<file path="src/hdl/gwm_pkg.sv">
`timescale 1ns / 1ps

package gwm_pkg;

	localparam int PATTERN_TOKENS = 64;
	localparam int CNT_W = $clog2(PATTERN_TOKENS + 1);
	localparam int IDX_W = $clog2(PATTERN_TOKENS);
	localparam int CLOSE_LVL = $clog2(PATTERN_TOKENS + 1);

	localparam logic [1:0] KIND_CLEAR  = 2'd0;
	localparam logic [1:0] KIND_APPEND = 2'd1;
	localparam logic [1:0] KIND_SUBJ   = 2'd2;
	localparam logic [1:0] KIND_END    = 2'd3;

	localparam logic [7:0] CHR_STAR    = 8'h2A;
	localparam logic [7:0] CHR_QMARK   = 8'h3F;
	localparam logic [7:0] CHR_BSLASH  = 8'h5C;
	localparam logic [7:0] CHR_UPPER_A = 8'h41;
	localparam logic [7:0] CHR_UPPER_Z = 8'h5A;
	localparam logic [7:0] CASE_OFFSET = 8'h20;

	typedef enum logic [1:0] {
		TOK_LIT = 2'd0,
		TOK_ONE = 2'd1,
		TOK_RUN = 2'd2
	} tok_t;

	typedef logic [PATTERN_TOKENS:0]   pos_vec_t;
	typedef logic [PATTERN_TOKENS-1:0] tok_vec_t;

	typedef struct packed {
		logic       restart;
		logic       step;
		logic [7:0] sym;
	} nfa_ctl_t;

	function automatic logic [7:0] fold_byte(input logic [7:0] b);
		logic [7:0] r;
		r = b;
		if (b >= CHR_UPPER_A && b <= CHR_UPPER_Z) begin
			r = b + CASE_OFFSET;
		end
		return r;
	endfunction

	// Spreads active positions forward across chains of any-run tokens.
	// This is a carry chain (generate = base, propagate = link into the
	// next position), so it is evaluated as a parallel prefix.
	function automatic pos_vec_t close_runs(input pos_vec_t base, input tok_vec_t link);
		pos_vec_t g;
		pos_vec_t p;
		pos_vec_t g_n;
		pos_vec_t p_n;
		g = base;
		p = {link, 1'b0};
		for (int l = 0; l < CLOSE_LVL; l++) begin
			g_n = g;
			p_n = p;
			for (int j = 0; j <= PATTERN_TOKENS; j++) begin
				if (j >= (1 << l)) begin
					g_n[j] = g[j] | (p[j] & g[j - (1 << l)]);
					p_n[j] = p[j] & p[j - (1 << l)];
				end
			end
			g = g_n;
			p = p_n;
		end
		return g;
	endfunction

endpackage

</file>
<file path="src/hdl/gwm_nfa.sv">
`timescale 1ns / 1ps

module gwm_nfa (
	input  gwm_pkg::nfa_ctl_t ctl,
	input  gwm_pkg::pos_vec_t act,
	input  gwm_pkg::tok_vec_t run_vec,
	input  gwm_pkg::tok_vec_t one_vec,
	input  gwm_pkg::tok_vec_t live,
	input  logic [7:0]        lit [gwm_pkg::PATTERN_TOKENS],
	output gwm_pkg::pos_vec_t act_next
);
	import gwm_pkg::*;

	pos_vec_t base;

	always_comb begin
		base = '0;
		if (ctl.step) begin
			for (int i = 0; i < PATTERN_TOKENS; i++) begin
				if (act[i] && live[i]) begin
					if (run_vec[i]) begin
						base[i] = 1'b1;
					end else if (one_vec[i] || lit[i] == ctl.sym) begin
						base[i + 1] = 1'b1;
					end
				end
			end
		end else if (ctl.restart) begin
			base[0] = 1'b1;
		end else begin
			base = act;
		end
	end

	assign act_next = close_runs(base, run_vec & live);

endmodule

</file>
<file path="src/hdl/glob_wildcard_matcher_unit.sv">
`timescale 1ns / 1ps
// Channel   Direction  Handshake              Words
// in        input      in_valid / in_stall    kind, byte_value
// out       output     out_valid / out_stall  matched, pattern_overflow
//
// One input word per cycle while in_stall is low; a word is held in the input register and
// the whole automaton update over all pattern positions is computed combinationally.
// An end-of-subject word passes the input register, then its result is loaded into the result register.
// in_stall rises only when an end-of-subject word waits behind a stalled result.
// arst_n clears the pattern, the escape and overflow flags and the subject.
module glob_wildcard_matcher_unit (
	input  logic       clk,
	input  logic       arst_n,
	input  logic       in_valid,
	output logic       in_stall,
	input  logic [1:0] kind,
	input  logic [7:0] byte_value,
	output logic       out_valid,
	input  logic       out_stall,
	output logic       matched,
	output logic       pattern_overflow
);
	import gwm_pkg::*;

	logic       valid_s1;
	logic [1:0] kind_s1;
	logic [7:0] byte_s1;

	tok_t       type_q [PATTERN_TOKENS];
	logic [7:0] lit_q  [PATTERN_TOKENS];
	logic [CNT_W-1:0] cnt_q;
	logic       esc_q;
	logic       ovf_q;
	pos_vec_t   act_q;

	logic       out_valid_q;
	logic       matched_q;
	logic       ovf_out_q;

	logic       fire;
	logic       is_bslash;
	logic       esc_start;
	logic       room;
	logic       app;
	logic       wr;
	logic [IDX_W-1:0] widx;
	tok_t       new_type;
	logic [7:0] new_lit;
	logic [CNT_W-1:0] cnt_d;
	tok_vec_t   run_d;
	tok_vec_t   one_d;
	tok_vec_t   live_d;
	logic [7:0] lit_d [PATTERN_TOKENS];
	nfa_ctl_t   ctl;
	pos_vec_t   act_next;

	// An end word needs the result register; everything else always proceeds.
	assign fire = valid_s1 && (kind_s1 != KIND_END || !out_valid_q || !out_stall);
	assign in_stall = valid_s1 && !fire;

	always_comb begin
		is_bslash = byte_s1 == CHR_BSLASH;
		esc_start = !esc_q && is_bslash;
		room = cnt_q < CNT_W'(PATTERN_TOKENS);
		app = fire && kind_s1 == KIND_APPEND && !esc_start;
		wr = app && room;
		widx = cnt_q[IDX_W-1:0];

		new_type = TOK_LIT;
		new_lit = fold_byte(byte_s1);
		if (!esc_q) begin
			if (byte_s1 == CHR_STAR) begin
				new_type = TOK_RUN;
				new_lit = '0;
			end else if (byte_s1 == CHR_QMARK) begin
				new_type = TOK_ONE;
				new_lit = '0;
			end
		end

		cnt_d = cnt_q;
		if (fire && kind_s1 == KIND_CLEAR) begin
			cnt_d = '0;
		end else if (wr) begin
			cnt_d = cnt_q + CNT_W'(1);
		end

		// The token being written takes part in this cycle's restart closure.
		for (int i = 0; i < PATTERN_TOKENS; i++) begin
			if (wr && widx == IDX_W'(i)) begin
				run_d[i] = new_type == TOK_RUN;
				one_d[i] = new_type == TOK_ONE;
				lit_d[i] = new_lit;
			end else begin
				run_d[i] = type_q[i] == TOK_RUN;
				one_d[i] = type_q[i] == TOK_ONE;
				lit_d[i] = lit_q[i];
			end
			live_d[i] = CNT_W'(i) < cnt_d;
		end

		ctl.restart = fire && kind_s1 != KIND_SUBJ;
		ctl.step = fire && kind_s1 == KIND_SUBJ;
		ctl.sym = fold_byte(byte_s1);
	end

	gwm_nfa u_nfa (
		.ctl      (ctl),
		.act      (act_q),
		.run_vec  (run_d),
		.one_vec  (one_d),
		.live     (live_d),
		.lit      (lit_d),
		.act_next (act_next)
	);

	always_ff @(posedge clk or negedge arst_n) begin
		if (!arst_n) begin
			valid_s1 <= 1'b0;
			cnt_q <= '0;
			esc_q <= 1'b0;
			ovf_q <= 1'b0;
			act_q <= pos_vec_t'(1);
			out_valid_q <= 1'b0;
		end else begin
			if (!in_stall) begin
				valid_s1 <= in_valid;
			end
			if (fire) begin
				cnt_q <= cnt_d;
				act_q <= act_next;
				case (kind_s1)
					KIND_CLEAR: begin
						esc_q <= 1'b0;
						ovf_q <= 1'b0;
					end
					KIND_APPEND: begin
						esc_q <= esc_start;
						if (app && !room) begin
							ovf_q <= 1'b1;
						end
					end
					default: begin
					end
				endcase
			end
			if (fire && kind_s1 == KIND_END) begin
				out_valid_q <= 1'b1;
			end else if (!out_stall) begin
				out_valid_q <= 1'b0;
			end
		end
	end

	always_ff @(posedge clk) begin
		if (in_valid && !in_stall) begin
			kind_s1 <= kind;
			byte_s1 <= byte_value;
		end
		if (wr) begin
			type_q[widx] <= new_type;
			lit_q[widx] <= new_lit;
		end
		if (fire && kind_s1 == KIND_END) begin
			matched_q <= act_q[cnt_q];
			ovf_out_q <= ovf_q;
		end
	end

	assign out_valid = out_valid_q;
	assign matched = matched_q;
	assign pattern_overflow = ovf_out_q;

endmodule

</file>
<file path="config.mk">
export PLATFORM = sky130hd
export DESIGN_NAME = glob_wildcard_matcher_unit
export DESIGN_NICKNAME = d
export VERILOG_FILES = /design/src/hdl/gwm_pkg.sv /design/src/hdl/gwm_nfa.sv /design/src/hdl/glob_wildcard_matcher_unit.sv
export SDC_FILE = /design/constraint.sdc
export NUM_CORES = 2
export LEC_CHECK = 0
export ABC_AREA = 1
export BUFFER_PORTS_ARGS = -buffer_cell sky130_fd_sc_hd__clkbuf_2
export CAP_MARGIN = 10
export CORE_MARGIN = 2
export CORE_UTILIZATION = 40
export DETAILED_ROUTE_END_ITERATION = 16
export GPL_TIMING_DRIVEN = 1
export MAX_ROUTING_LAYER = met4
export SETUP_SLACK_MARGIN = 0.05
export SYNTH_ARGS = -nofsm -noshare
export SYNTH_HDL_FRONTEND = slang
export SYNTH_SLANG_ARGS = --single-unit
</file>
<file path="constraint.sdc">
create_clock -name clk -period 11.5 [get_ports clk]
set_input_delay 2.3 -clock clk [delete_from_list [all_inputs] [get_ports clk]]
set_output_delay 2.3 -clock clk [all_outputs]
set_load 0.005 [all_outputs]
</file>
==> out/qor.yml <==
seqPwrFrac_pct: 47.6
synthArstFlopShare_pct: 10.4
finalMaxSlewViolations: 0
grt_pass1_wl_mm: 206
htree_levels: 3
slew_headroom_pct: 17.2
ys_ff_latch: 728
areaGrowthSynthToFinish_pct: 10.0
tightest_slew_ps: 1240
internal-power_mw: 4.50
grt_pass1_vias: 30700
port_buffers: 17
yosysTopAreaCellShare_pct: 48.4
antenna_found_initial: 1
arrival_ps: 6850
via_per_inst: 5.43
initial_core_util_pct: 40.4
insertion_delay_ps: 670
outcome: "finished clean"
fmax_mhz: 160
layout-drive-gt1-share_pct: 6.76
post-route-period-util_pct: 54.4
yosys.cell_count.top_type: "nand2_1"
dr.first_iter.drc_count: 4108
synth-edff-count: 652
end_kind: "register"
crit_fanout: 67
p_sw_share_pct: 26.7
numCtsBuffers: 83
min_period_ps: 6260
synth_commonest_cells: "1396 x nand2_1, 677 x inv_1, 652 x edfxtp_1"
power_density_mw_per_mm2: 138
vdd_drop_max_mv: 0.106
p_comb_share_pct: 9.9
hold_class: "reg2reg"
p_sw_mw: 1.64
drc: 0
cts.path.max_buffers: 3
ys_seq_area_share_pct: 53.1
worst_hold_slack_ps: 512
dr_total_vias: 33800
die-area_mm2: 0.104
gp_congestion: 0.998
dpl.hpwl_mm: 100
setup-tns-final_ps: 0
instances_no_fill: 6222
cts_tree: "yes"
skew_ps: 29.1
cts_root_buffer: "clkbuf_16"
gr-total-overflow: 0
yosysWarningCount: 0
grt_use_total_pct: 28.0
placed_cells: 6066
pin_count: 18
nNetsFinal: 4873
rsz0062_at_grt: "no"
cts_hold_buf: 0
drt-total-wl_mm: 142
drt-pass1-iter-count: 6
syn_area_per_cell_um2: 8.34
grt_max_degree: 74
drv_cap: 0
ys_types: 62
setup_violations: 0
hold_viol_final: 0
syn-instance-count: 4854
clkTransAtPathRegs_ps: 60
wl_per_cell_um: 22.8
syn_nets: 4873
worstPathRequired_ps: 12090
ys.flop_type: "edfxtp_1"
netlist_area_mm2: 0.0405
post_cts_resized: 0
synth.area.top_cells: "edfxtp_1 48%, nand2_1 13%, inv_1 6.3%"
p_leak_nw: 17.9
p_clk_share_pct: 42.5
cp-start-kind: "register"
die_x_um: 322
dieHeight_um: 322
num-fill-cells: 9786
cts_sinks: 728
num_rows: 116
core-area_mm2: 0.100
post_cts_buffers: 0
ant_nets: 0
critPathKind: "reg2reg"
synth_top_area_cell: "edfxtp_1"
[flip-flops by register name (all words and copies together) (netlist names)]
name and flops:
byte_s1 8, lit_q 512, cnt_q 7, esc_q 1, matched 1, type_q 128, act_q 65, ovf_q 1
pattern_overflow 1, valid_s1 1, out_valid 1, kind_s1 2
[cell usage in the layout, fill, tap and decap left out, drive strengths merged, types with 3 or more instances in the layout]
master,n
nand2,1409
nor3,57
o21bai,9
nand3,380
and2,3
xnor2,150
edfxtp,652
a21oi,115
xor2,56
o211ai,9
inv,714
buf,42
dfrtp,75
o2111ai,7
nor4,16
nand4,78
o221ai,4
o21ai,255
ha,5
bufinv,4
nor2,544
o22ai,65
nand3b,13
a22o,18
clkinvlp,5
o41ai,7
a21boi,7
clkinv,33
or2,44
a211oi,8
clkbuf,128
[path summary, 6_finish.rpt]
kind	from	to	slack, ps	cells after the start
hold reg to reg	out_valid	out_valid	510	2
min in group asynchronous	arst_n	act_q[6]	1600	1
max in group asynchronous	arst_n	act_q[42]	8720	2
setup reg to reg	byte_s1[2]	act_q[63]	5240	27
setup / recovery	byte_s1[2]	act_q[63]	5240	27
hold / removal	out_valid	out_valid	510	2
[kinds of logic after synthesis]
logic type | after synthesis | share of synthesized area (%)
DFF | 728 | 53.1
adders and majority gates | 5 | 0.155
xor gates and xnor gates | 206 | 4.46
and+or+nand+nor | 2548 | 26.7
buffers and inverters | 857 | 8.39
AOI/OAI and AO/OA | 510 | 7.19
[stage by stage]
stage | power (mW) | area [um2] | setup WS (ps) | util [%]
after detailed placement | 3.57 | 41900 | 5090 | 41.8
after global routing | 6.31 | 44500 | 4910 | 44.5
final | 6.13 | 44500 | 5240 | 44.5
after floorplan | 3.35 | 40500 | 5990 | -
after global placement | 3.57 | 41900 | 5100 | 41.8
after CTS | 6.15 | 44500 | 5400 | 44.5
[area by class of cell]
class	instances	area (um2)	area share (%)
flip-flops and latches	728	21500	48.2
diodes	1	2.50	0.00562
repair buffers	58	395	0.888
clock buffers	112	2250	5.05
multi-input cells	3269	15700	35.3
inverters	714	2690	6.04
well taps	1298	1620	3.65
clock inverters	42	389	0.874
[power by group through the flow]
stage                     clock network (mW)  registers [mW]  logic, mW
final                                   2.61            2.92      0.607
after global routing                    2.74            2.92      0.645
after global placement                     0            2.97      0.595
after floorplan                            0            2.96      0.386
after CTS                               2.63            2.92      0.597
after detailed placement                   0            2.97      0.596
[per-layer routing]
layer  vias up  global-route usage (%)  wire (um)
met4         0                    8.16       4410
met5         -                       -          0
met1     16300                    39.8      63500
met2      1405                    41.6      62100
li1      15800                       -          -
met3       251                    3.75      11700
[worst max-delay path: stages, from the launching register on]
cell and delay (ps):
edfxtp_1 350, buf_4 340, clkinv_2 470, buf_4 700, nand2_1 140, nand3_2 160
nand4_1 180, nand2_4 770, buf_4 710, xnor2_1 190, nand3_1 160, a21oi_1 480
nand3_1 210, nand2_1 110, nand2_1 50, nand2_1 100, nand2_1 50, nand2_1 90
inv_1 50, nand2_1 100, inv_1 50, nand2_1 130, nand2_1 80, nand3_1 90
nand3_1 70, nand2_1 100, inv_1 40, nand2_1 50
Power figures use the tool's default switching activity.
